--- config.mk ---
export PLATFORM = sky130hd
export DESIGN_NAME = device_threshold_alarm_tracker_top
export DESIGN_NICKNAME = d
export VERILOG_FILES = /design/src/dta_pkg.sv /design/src/device_threshold_alarm_tracker_top.sv
export VERILOG_INCLUDE_DIRS = /design/src /design/src/src
export SDC_FILE = /design/constraint.sdc
export NUM_CORES = 2
export LEC_CHECK = 0
export ABC_AREA = 0
export BUFFER_PORTS_ARGS = -buffer_cell sky130_fd_sc_hd__buf_2
export CAP_MARGIN = 20
export CORE_MARGIN = 3
export CORE_UTILIZATION = 50
export DETAILED_ROUTE_END_ITERATION = 10
export PLACE_DENSITY_LB_ADDON = 0.25
export SLEW_MARGIN = 15
export SYNTH_ARGS = -nofsm -noshare
export SYNTH_HDL_FRONTEND = slang
export SYNTH_SLANG_ARGS = --single-unit
--- constraint.sdc ---
create_clock -name clk -period 5.3 [get_ports clk]
set_input_delay 1.59 -clock clk [delete_from_list [all_inputs] [get_ports clk]]
set_output_delay 1.59 -clock clk [all_outputs]
set_load 0.05 [all_outputs]
--- src/device_threshold_alarm_tracker_top_defines.svh ---
// assertion macros for the alarm tracker
`ifndef DEVICE_THRESHOLD_ALARM_TRACKER_TOP_DEFINES_SVH
`define DEVICE_THRESHOLD_ALARM_TRACKER_TOP_DEFINES_SVH

// same-cycle implication
`define DTA_ASSERT_IMP(label, clk, rst_n, ante, cons, msg) \
  label: assert property (@(posedge clk) disable iff (!rst_n) (ante) |-> (cons)) \
    else $error(msg);

// next-cycle implication
`define DTA_ASSERT_NXT(label, clk, rst_n, ante, cons, msg) \
  label: assert property (@(posedge clk) disable iff (!rst_n) (ante) |=> (cons)) \
    else $error(msg);

`endif

--- src/dta_pkg.sv ---
`default_nettype none

package dta_pkg;

  localparam int NUM_KINDS = 5;
  localparam int DEV_W     = 8;
  localparam int VAL_W     = 16;
  localparam int KIND_W    = 3;
  localparam int CFG_IDX_W = 8;
  localparam int IN_DATA_W = 48;

  localparam int DEVICE_COUNT_DEF = 256;

  localparam logic signed [VAL_W-1:0] TEMP_HIGH_RST = 16'sd50;
  localparam logic signed [VAL_W-1:0] TEMP_LOW_RST  = 16'sd15;
  localparam logic [VAL_W-1:0]        VOLT_HIGH_RST = 16'd230;
  localparam logic [VAL_W-1:0]        VOLT_LOW_RST  = 16'd210;

  typedef logic [KIND_W-1:0] kind_t;

  localparam kind_t KIND_TEMP_HIGH = 3'd0;
  localparam kind_t KIND_TEMP_LOW  = 3'd1;
  localparam kind_t KIND_VOLT_HIGH = 3'd2;
  localparam kind_t KIND_VOLT_LOW  = 3'd3;
  localparam kind_t KIND_OFFLINE   = 3'd4;

  localparam logic [CFG_IDX_W-1:0] REG_TEMP_HIGH = 8'd0;
  localparam logic [CFG_IDX_W-1:0] REG_TEMP_LOW  = 8'd1;
  localparam logic [CFG_IDX_W-1:0] REG_VOLT_HIGH = 8'd2;
  localparam logic [CFG_IDX_W-1:0] REG_VOLT_LOW  = 8'd3;

  typedef logic [NUM_KINDS-1:0] flags_t;

endpackage

`default_nettype wire

--- src/device_threshold_alarm_tracker_top.sv ---
// channel  | ports                       | contents
// in       | in_tvalid/in_tready/in_tdata | one reading per item
// out      | out_tvalid/out_tready/...    | one alarm event per item, tlast on final one
// cfg      | cfg_valid/cfg_ready          | limit register writes, always ready
// an item is accepted, its stored flags are read from the flag store and compared in the eval state,
// then its events are loaded one at a time, each once the event register is free
// the next item is accepted once all events are loaded; the last may still wait on out_tready
// reset clears limits, control state and per-device valid bits; flag store needs no sweep
// a reading for a device beyond the store is dropped in its accept cycle
`default_nettype none
`include "device_threshold_alarm_tracker_top_defines.svh"

module device_threshold_alarm_tracker_top #(
  parameter int DEVICE_COUNT = dta_pkg::DEVICE_COUNT_DEF
) (
  input  wire logic                              clk,
  input  wire logic                              rst_n,
  input  wire logic                              in_tvalid,
  output logic                                   in_tready,
  // [7:0] device_id, [23:8] temperature_reading, [39:24] voltage_reading, [40] is_online
  input  wire logic [dta_pkg::IN_DATA_W-1:0]     in_tdata,
  output logic                                   out_tvalid,
  input  wire logic                              out_tready,
  // [7:0] event_device
  output logic [dta_pkg::DEV_W-1:0]              out_tdata,
  // [2:0] alarm_kind, [3] recovered
  output logic [dta_pkg::KIND_W:0]               out_tuser,
  output logic                                   out_tlast,
  input  wire logic                              cfg_valid,
  output logic                                   cfg_ready,
  input  wire logic [dta_pkg::CFG_IDX_W-1:0]     cfg_index,
  input  wire logic [dta_pkg::VAL_W-1:0]         cfg_data
);

  localparam int MEM_DEPTH = (DEVICE_COUNT < 256) ? DEVICE_COUNT : 256;
  localparam int IDX_W     = (MEM_DEPTH > 1) ? $clog2(MEM_DEPTH) : 1;
  localparam logic [16:0] DEV_LIMIT = 17'(DEVICE_COUNT);

  typedef enum logic [1:0] {S_IDLE, S_EVAL, S_EMIT} state_t;

  state_t state_r, state_nxt;

  logic signed [dta_pkg::VAL_W-1:0] temp_high_r, temp_low_r;
  logic [dta_pkg::VAL_W-1:0]        volt_high_r, volt_low_r;

  logic [dta_pkg::DEV_W-1:0] dev_r, dev_nxt;
  dta_pkg::flags_t           cond_r, cond_nxt;
  dta_pkg::flags_t           pend_r, pend_nxt;
  logic                      out_valid_r, out_valid_nxt;
  logic [dta_pkg::DEV_W-1:0] out_dev_r, out_dev_nxt;
  dta_pkg::kind_t            out_kind_r, out_kind_nxt;
  logic                      out_rec_r, out_rec_nxt;
  logic                      out_last_r, out_last_nxt;

  dta_pkg::flags_t flag_mem [MEM_DEPTH];
  logic [MEM_DEPTH-1:0] vld_r;
  dta_pkg::flags_t rd_data_r;
  logic            rd_vld_r;

  logic [dta_pkg::DEV_W-1:0]        in_dev;
  logic signed [dta_pkg::VAL_W-1:0] in_temp;
  logic [dta_pkg::VAL_W-1:0]        in_volt;
  logic                             in_online;
  logic                             in_acc, in_range;
  logic [IDX_W-1:0]                 rd_addr, wr_addr;
  logic                             wr_en;
  dta_pkg::flags_t                  flags_cur, diff;
  logic                             can_load, load;
  dta_pkg::kind_t                   sel_kind;
  dta_pkg::flags_t                  sel_mask;

  assign in_dev    = in_tdata[7:0];
  assign in_temp   = $signed(in_tdata[23:8]);
  assign in_volt   = in_tdata[39:24];
  assign in_online = in_tdata[40];

  assign in_tready = (state_r == S_IDLE);
  assign in_acc    = in_tvalid && in_tready;
  assign in_range  = ({9'd0, in_dev} < DEV_LIMIT);
  assign rd_addr   = in_dev[IDX_W-1:0];
  assign wr_addr   = dev_r[IDX_W-1:0];

  assign cfg_ready = 1'b1;

  assign flags_cur = rd_vld_r ? rd_data_r : '0;
  assign diff      = cond_r ^ flags_cur;
  assign wr_en     = (state_r == S_EVAL);

  assign can_load  = !out_valid_r || out_tready;
  assign load      = (state_r == S_EMIT) && can_load;

  always_comb begin
    sel_kind = dta_pkg::KIND_TEMP_HIGH;
    for (int k = dta_pkg::NUM_KINDS - 1; k >= 0; k--) begin
      if (pend_r[k]) begin
        sel_kind = dta_pkg::kind_t'(k);
      end
    end
    sel_mask = dta_pkg::flags_t'(1) << sel_kind;
  end

  // limit registers
  always_ff @(posedge clk) begin
    if (!rst_n) begin
      temp_high_r <= dta_pkg::TEMP_HIGH_RST;
      temp_low_r  <= dta_pkg::TEMP_LOW_RST;
      volt_high_r <= dta_pkg::VOLT_HIGH_RST;
      volt_low_r  <= dta_pkg::VOLT_LOW_RST;
    end else if (cfg_valid && cfg_ready) begin
      case (cfg_index)
        dta_pkg::REG_TEMP_HIGH: temp_high_r <= $signed(cfg_data);
        dta_pkg::REG_TEMP_LOW:  temp_low_r  <= $signed(cfg_data);
        dta_pkg::REG_VOLT_HIGH: volt_high_r <= cfg_data;
        dta_pkg::REG_VOLT_LOW:  volt_low_r  <= cfg_data;
        default: ;
      endcase
    end
  end

  // flag store, read at accept, written back in the eval cycle
  always_ff @(posedge clk) begin
    if (wr_en) begin
      flag_mem[wr_addr] <= cond_r;
    end
    rd_data_r <= flag_mem[rd_addr];
  end

  always_ff @(posedge clk) begin
    if (!rst_n) begin
      vld_r    <= '0;
      rd_vld_r <= 1'b0;
    end else begin
      if (wr_en) begin
        vld_r[wr_addr] <= 1'b1;
      end
      rd_vld_r <= vld_r[rd_addr];
    end
  end

  always_comb begin
    state_nxt     = state_r;
    dev_nxt       = dev_r;
    cond_nxt      = cond_r;
    pend_nxt      = pend_r;
    out_valid_nxt = out_valid_r;
    out_dev_nxt   = out_dev_r;
    out_kind_nxt  = out_kind_r;
    out_rec_nxt   = out_rec_r;
    out_last_nxt  = out_last_r;
    if (out_tready) begin
      out_valid_nxt = 1'b0;
    end
    case (state_r)
      S_IDLE: begin
        if (in_acc && in_range) begin
          dev_nxt  = in_dev;
          cond_nxt = {!in_online,
                      in_volt < volt_low_r,
                      in_volt > volt_high_r,
                      in_temp < temp_low_r,
                      in_temp > temp_high_r};
          state_nxt = S_EVAL;
        end
      end
      S_EVAL: begin
        pend_nxt  = diff;
        state_nxt = (diff == '0) ? S_IDLE : S_EMIT;
      end
      S_EMIT: begin
        if (can_load) begin
          pend_nxt      = pend_r & ~sel_mask;
          out_valid_nxt = 1'b1;
          out_dev_nxt   = dev_r;
          out_kind_nxt  = sel_kind;
          out_rec_nxt   = !(|(cond_r & sel_mask));
          out_last_nxt  = ((pend_r & ~sel_mask) == '0);
          if ((pend_r & ~sel_mask) == '0) begin
            state_nxt = S_IDLE;
          end
        end
      end
      default: begin
        state_nxt = S_IDLE;
      end
    endcase
  end

  always_ff @(posedge clk) begin
    if (!rst_n) begin
      state_r     <= S_IDLE;
      pend_r      <= '0;
      out_valid_r <= 1'b0;
    end else begin
      state_r     <= state_nxt;
      pend_r      <= pend_nxt;
      out_valid_r <= out_valid_nxt;
    end
    dev_r      <= dev_nxt;
    cond_r     <= cond_nxt;
    out_dev_r  <= out_dev_nxt;
    out_kind_r <= out_kind_nxt;
    out_rec_r  <= out_rec_nxt;
    out_last_r <= out_last_nxt;
  end

  assign out_tvalid = out_valid_r;
  assign out_tdata  = out_dev_r;
  assign out_tuser  = {out_rec_r, out_kind_r};
  assign out_tlast  = out_last_r;

  `DTA_ASSERT_IMP(a_idle_no_pending, clk, rst_n, state_r == S_IDLE, pend_r == '0,
    "pending events left while idle")
  `DTA_ASSERT_NXT(a_eval_to_emit, clk, rst_n, (state_r == S_EVAL) && (diff != '0),
    state_r == S_EMIT, "changed flags did not start event output")
  `DTA_ASSERT_NXT(a_one_event_per_load, clk, rst_n, load,
    $countones(pend_r) == $countones($past(pend_r)) - 1, "load did not retire one event")
  `DTA_ASSERT_IMP(a_kind_range, clk, rst_n, out_tvalid,
    out_tuser[dta_pkg::KIND_W-1:0] <= dta_pkg::KIND_OFFLINE, "event kind out of range")

endmodule

`default_nettype wire
### Word level (Yosys, flattened, before mapping)

Memories as Yosys holds them, arrays and structs flattened. A register that Yosys moved wholly into a read port is not among the register bits.
Cells that the tools add are included.

| word-level totals | value |
|---|---|
| register bits after elaboration | 355 |
| RAM bits | 1280 |
| input port bits | 77 |
| output and inout bits | 16 |
| logic and storage cells | 79 |
| memories kept | 1 |

| operators by class | value |
|---|---|
| order comparisons | 7 |
| equality and inequality tests | 8 |
| shift-type cells | 1 |
| muxes and demuxes | 22 |
| bitwise operators | 5 |
| reduce and logical (&&, ||, !) cells | 20 |

Memories:

| name | words | width | read ports | clocked after Yosys merged registers in | write ports | line | text |
|---|---|---|---|---|---|---|---|
| flag_mem | 256 | 5 | 1 | 1 | 1 | device_threshold_alarm_tracker_top.sv:55 | `dta_pkg::flags_t flag_mem [MEM_DEPTH];` |

Operator list:

| cell | count |
|---|---|
| $or A256 B256 Y256 | 1 |
| $gt A16 B16 Y1 | 2 |
| $lt A16 B16 Y1 | 2 |
| $lt A8 B9 Y1 const B | 2 |
| $eq A8 B2 Y1 const B | 2 |
| $mux W3 | 5 |
| $reduce_and A2 Y1 | 7 |
| $and A5 B5 Y5 | 2 |
| $logic_not A5 Y1 | 2 |
| $mux W5 | 2 |
| $pmux W5 S2 | 1 |
| $bmux W1 S8 | 1 |
| $demux W1 S8 | 1 |
| $eq A8 B1 Y1 const B | 1 |
| $ge A8 B1 Y1 const B | 1 |
| $logic_not A8 Y1 | 1 |
| $mux W2 | 4 |
| $mux W1 | 7 |
| $pmux W2 S3 | 1 |
| $not A5 Y5 | 1 |
| $reduce_or A5 Y1 | 1 |
| $shl A1 B3 Y5 const A | 1 |
| $xor A5 B5 Y5 | 1 |
| $ne A2 B1 Y1 const B | 2 |
| other kinds (9) | 12 |

### Depth between registers and ports, before layout

| depth | value |
|---|---|
| word-level depth | 12 |
| mapped depth | 11 |
| gate-level depth less buffers | 9 |

### Worst setup path after synthesis

Ideal clock, no wire load.

| timing | value |
|---|---|
| path kind | register -> register |
| start point | register cond_r[1] |
| end point | register state_r[1] |
| data arrival time | 4.527 ns |
| required time | 5.172 ns |
| path slack | 0.645 ns |
| cell stages (with the launch flop) | 8 |
| buffers on the path | 0 |
| path through | edfxtp_1 > xnor2_1 > nand3_1 > o31ai_1 > a22oi_1 > or3_1 > a21oi_1 > nor2_1 |

| on the way | value |
|---|---|
| cells in the longest elaborated chain, start to end | 4 |

RTL lines:

| item | line | text |
|---|---|---|
| from (decl) | device_threshold_alarm_tracker_top.sv:47 | `dta_pkg::flags_t cond_r, cond_nxt;` |
| from (signal assigned) | device_threshold_alarm_tracker_top.sv:199 | `cond_r <= cond_nxt;` |
| $xor A5 B5 Y5 | device_threshold_alarm_tracker_top.sv:86 | `assign diff = cond_r ^ flags_cur;` |
| $logic_not A5 Y1 | device_threshold_alarm_tracker_top.sv:167 | `state_nxt = (diff == '0) ? S_IDLE : S_EMIT;` |
| $mux W2 | device_threshold_alarm_tracker_top.sv:167 |  |
| $pmux W2 S3 | device_threshold_alarm_tracker_top.sv:153 | `case (state_r)` |
| to (signal assigned) | device_threshold_alarm_tracker_top.sv:194 | `state_r <= state_nxt;` |
| to (decl) | device_threshold_alarm_tracker_top.sv:41 | `state_t state_r, state_nxt;` |

No other way between the ends.
A chain may end at the register's enable or synchronous reset.

==> out/metrics.cfg <==
[sta]
finalWorstPathRequiredPeriod_ps = 4060
skew_ps = 27.6
fmax_ghz = 0.247
rsz0062_at_grt = no
setup_tns_ps = 0
hold_viol_final = 0
finalSetupViolCount = 0
finalMaxSlewViolations = 0
tightest_slew_ps = 1080
min_period_over_period = 0.765
slew_headroom = 0.275

[run_status]
outcome = finished clean

[final_layout]
drive_above_1_share = 0.197
layout_commonest_cell = edfxtp_1
n_fill_cell = 9604
syn_to_final_growth_pct = 12.1
nNetsFinal = 4187
final_cell_area_um2 = 72100
final_cell_mix = edfxtp_1, nor2_1, mux4_2, dfxtp_1, clkbuf_16

[clock_network]
cts_sinks = 1640
htreeDepth = 4
clock_latency_ps = 790
post_cts_resized = 0
cts_hold_buf = 0
root_buffer = clkbuf_16
clk_pin_slew_worst_paths_ps = 60
cts_buffers = 164
cts_tree = done
cts_setup_buffers = 0
clockBufferDepth = 3

[worst_setup_path]
cp.arrival_ps = 4700
critical_path.max_fanout = 40
max_stage_delay_ps = 560
end_kind = register
path_delay_family = buffers and inverters
required_ps = 5940
worst_path_most_repeated_cell = buf_12
path_cells = buf_8, buf_12, buf_12, mux4_2, a22o_1, a221oi_1, o22ai_1, nor3_1, o22a_1, nand3_1
crit_slowest_cell = mux4_2
startpoint_type = primary input
crit_type = primary input to register
cp_num_buf_inv = 3

[placed_design]
port_buffers = 84
dp_hpwl_mm = 99.5
gp_congestion = 0.903
dpl_cell_area_um2 = 66800

[yosys]
synth_top_family_by_area = multiplexers
synthCells = 3925
yosys-top-cells-area = edfxtp_1, mux4_2, dfxtp_1
synth-xor-area-share = 0.000817
synth-seq-area-share = 0.714
synthSimpleGateAreaFrac = 0.0674
ys.flop_type = edfxtp_1
synth_area_um2 = 64300
synth-edff-count = 1306
synth_compound_area_frac = 0.0444
yosysUniqueCellTypes = 67
yosysWarnings = 0
yosys.area.top_type_share = 0.610
syn_nets = 4064
ys_ff_latch = 1640
yosys.area_share.adder = 0.0121
async_reset_ff_frac = 0
synthMuxAreaShare = 0.140
synth_top_cell_by_area = edfxtp_1
avgSynthCellArea_um2 = 16.4

[die]
dieArea_um2 = 133000
die_h_um = 365
start_util = 0.508
num_io_pins = 93
fp-row-count = 130
coreArea_um2 = 127000
die_x_um = 365

[routing]
dr.pass1.iters = 6
wl_per_cell_um = 27.0
drcViolationCount = 0
wirelength_mm = 157
drt_iter0_markers = 4044
num_vias = 35300
antenna_left = 0
via_per_inst = 6.04

[pwr]
p_leak_nw = 23.5
clockPowerShare = 0.424
p_sw_mw = 5.76
p_total_mw = 26.6
seq_power_share = 0.526
p_sw_frac = 0.216
p_int_mw = 20.9
ir_drop_v = 0.000378
powerDensity_nw_per_um2 = 369
p_comb_frac = 0.050

[global_route]
grt.overflow.total = 0
antenna_found_initial = 3
grt_pass1_wl_mm = 232
grt_max_degree = 191
grt_use_total = 0.239
grt_pass1_vias = 34800

[flow_run]
maxCapViolations = 0

[hold_path]
min-delay-path-class = register to register

==> synthesized netlist by cell type, types with 3 or more instances <==
cell type / instances
a211o_1: 3
a211oi_1: 4
a21o_1: 19
a21oi_1: 85
a221oi_1: 46
a221oi_2: 3
a22o_1: 45
a22oi_1: 84
a32oi_1: 3
and2_1: 5
and3_1: 5
buf_1: 10
buf_2: 46
buf_4: 14
buf_6: 18
clkbuf_1: 142
dfxtp_1: 334
edfxtp_1: 1306
ha_1: 62
inv_1: 67
mux2_2: 13
mux2i_1: 75
mux4_2: 361
nand2_1: 93
nand2b_1: 16
nand3_1: 33
nand3b_1: 3
nand4_1: 19
nor2_1: 841
nor2b_1: 23
nor3_1: 17
nor3b_1: 3
o211ai_1: 16
o21a_1: 5
o21ai_0: 25
o221ai_1: 14
o22ai_1: 24
or2_2: 6
xnor2_1: 5
==> metal layers <==
layer | part of all wire | wire length [µm] | vias up | track usage
met2 | 0.46 | 72400 | 1487 | 0.363
met1 | 0.42 | 66200 | 18100 | 0.348
li1 | - | - | 15400 | -
met5 | 0.000057 | 9 | - | 0
met4 | 0.035 | 5450 | 2 | 0.0874
met3 | 0.085 | 13300 | 289 | 0.0459
==> logic make-up after synthesis <==
| family | after synthesis |
|---|---|
| DFF | 1640 |
| and+or+nand+nor | 1072 |
| muxes | 449 |
| AOI/OAI and AO/OA | 396 |
| buffers and inverters | 299 |
| adders and majority gates | 62 |
| xor gates and xnor gates | 6 |
| other | 1 |
==> registers in the layout, summed over array words and instances, names as in the netlist <==
signal / count
out_tdata: 8
out_kind_r: 3
dev_r: 8
rd_vld_r: 1
state_r: 2
rd_data_r: 5
temp_low_r: 16
temp_high_r: 16
vld_r: 256
out_tvalid: 1
volt_low_r: 16
pend_r: 5
out_tlast: 1
cond_r: 5
out_rec_r: 1
flag_mem: 1280
volt_high_r: 16
==> area by class of cell <==
type | count | area [µm²] | area share
Inverter | 68 | 263 | 0.00365
Sequential cell | 1640 | 45900 | 0.637
Tap cell | 1650 | 2060 | 0.0286
Timing Repair Buffer | 188 | 1490 | 0.0207
Clock buffer | 228 | 4620 | 0.0641
Clock inverter | 79 | 639 | 0.00887
Multi-Input combinational cell | 1986 | 17100 | 0.237
Antenna cell | 2 | 5.00 | 0.0000694
==> worst reg2reg max path: cells and delay by family, from the launching register on <==
kind	cells	cell delay, ps
buffers and inverters	1	510
DFF	1	730
and+or+nand+nor	3	2000
==> power groups by stage <==
stage | combinational, mW | sequential (mW) | clock [mW]
3_3_place_gp | 1.32 | 14.3 | 0
3_5_place_dp | 1.34 | 14.3 | 0
4_1_cts | 1.34 | 14.0 | 11.4
6_report | 1.34 | 14.0 | 11.3
5_1_grt | 1.43 | 14.0 | 12.0
2_1_floorplan | 0.736 | 14.4 | 0
==> worst paths after layout <==
path,startpoint,endpoint,slack [ps],cells after the start
max,in_tdata[0],rd_data_r[3]$_DFF_P_,1240,10
min,volt_high_r[11]$_SDFFE_PN0P_,volt_high_r[11]$_SDFFE_PN0P_,460,2
max reg2reg,dev_r[1]$_DFFE_PP_,flag_mem[182][1]$_DFFE_PP_,1700,4
min reg2reg,volt_high_r[11]$_SDFFE_PN0P_,volt_high_r[11]$_SDFFE_PN0P_,460,2
==> stage by stage <==
stage | std cells | util | worst slack [ps] | hold WS [ps]
global placement | 5531 | 0.527 | 472 | 443
finish | 5841 | 0.569 | 1240 | 459
global route | 5839 | 0.569 | 1180 | 484
floorplan | 3925 | - | 645 | 424
detailed placement | 5531 | 0.527 | 460 | 448
CTS | 5838 | 0.569 | 1300 | 457
(Power assumes the default switching activity.)
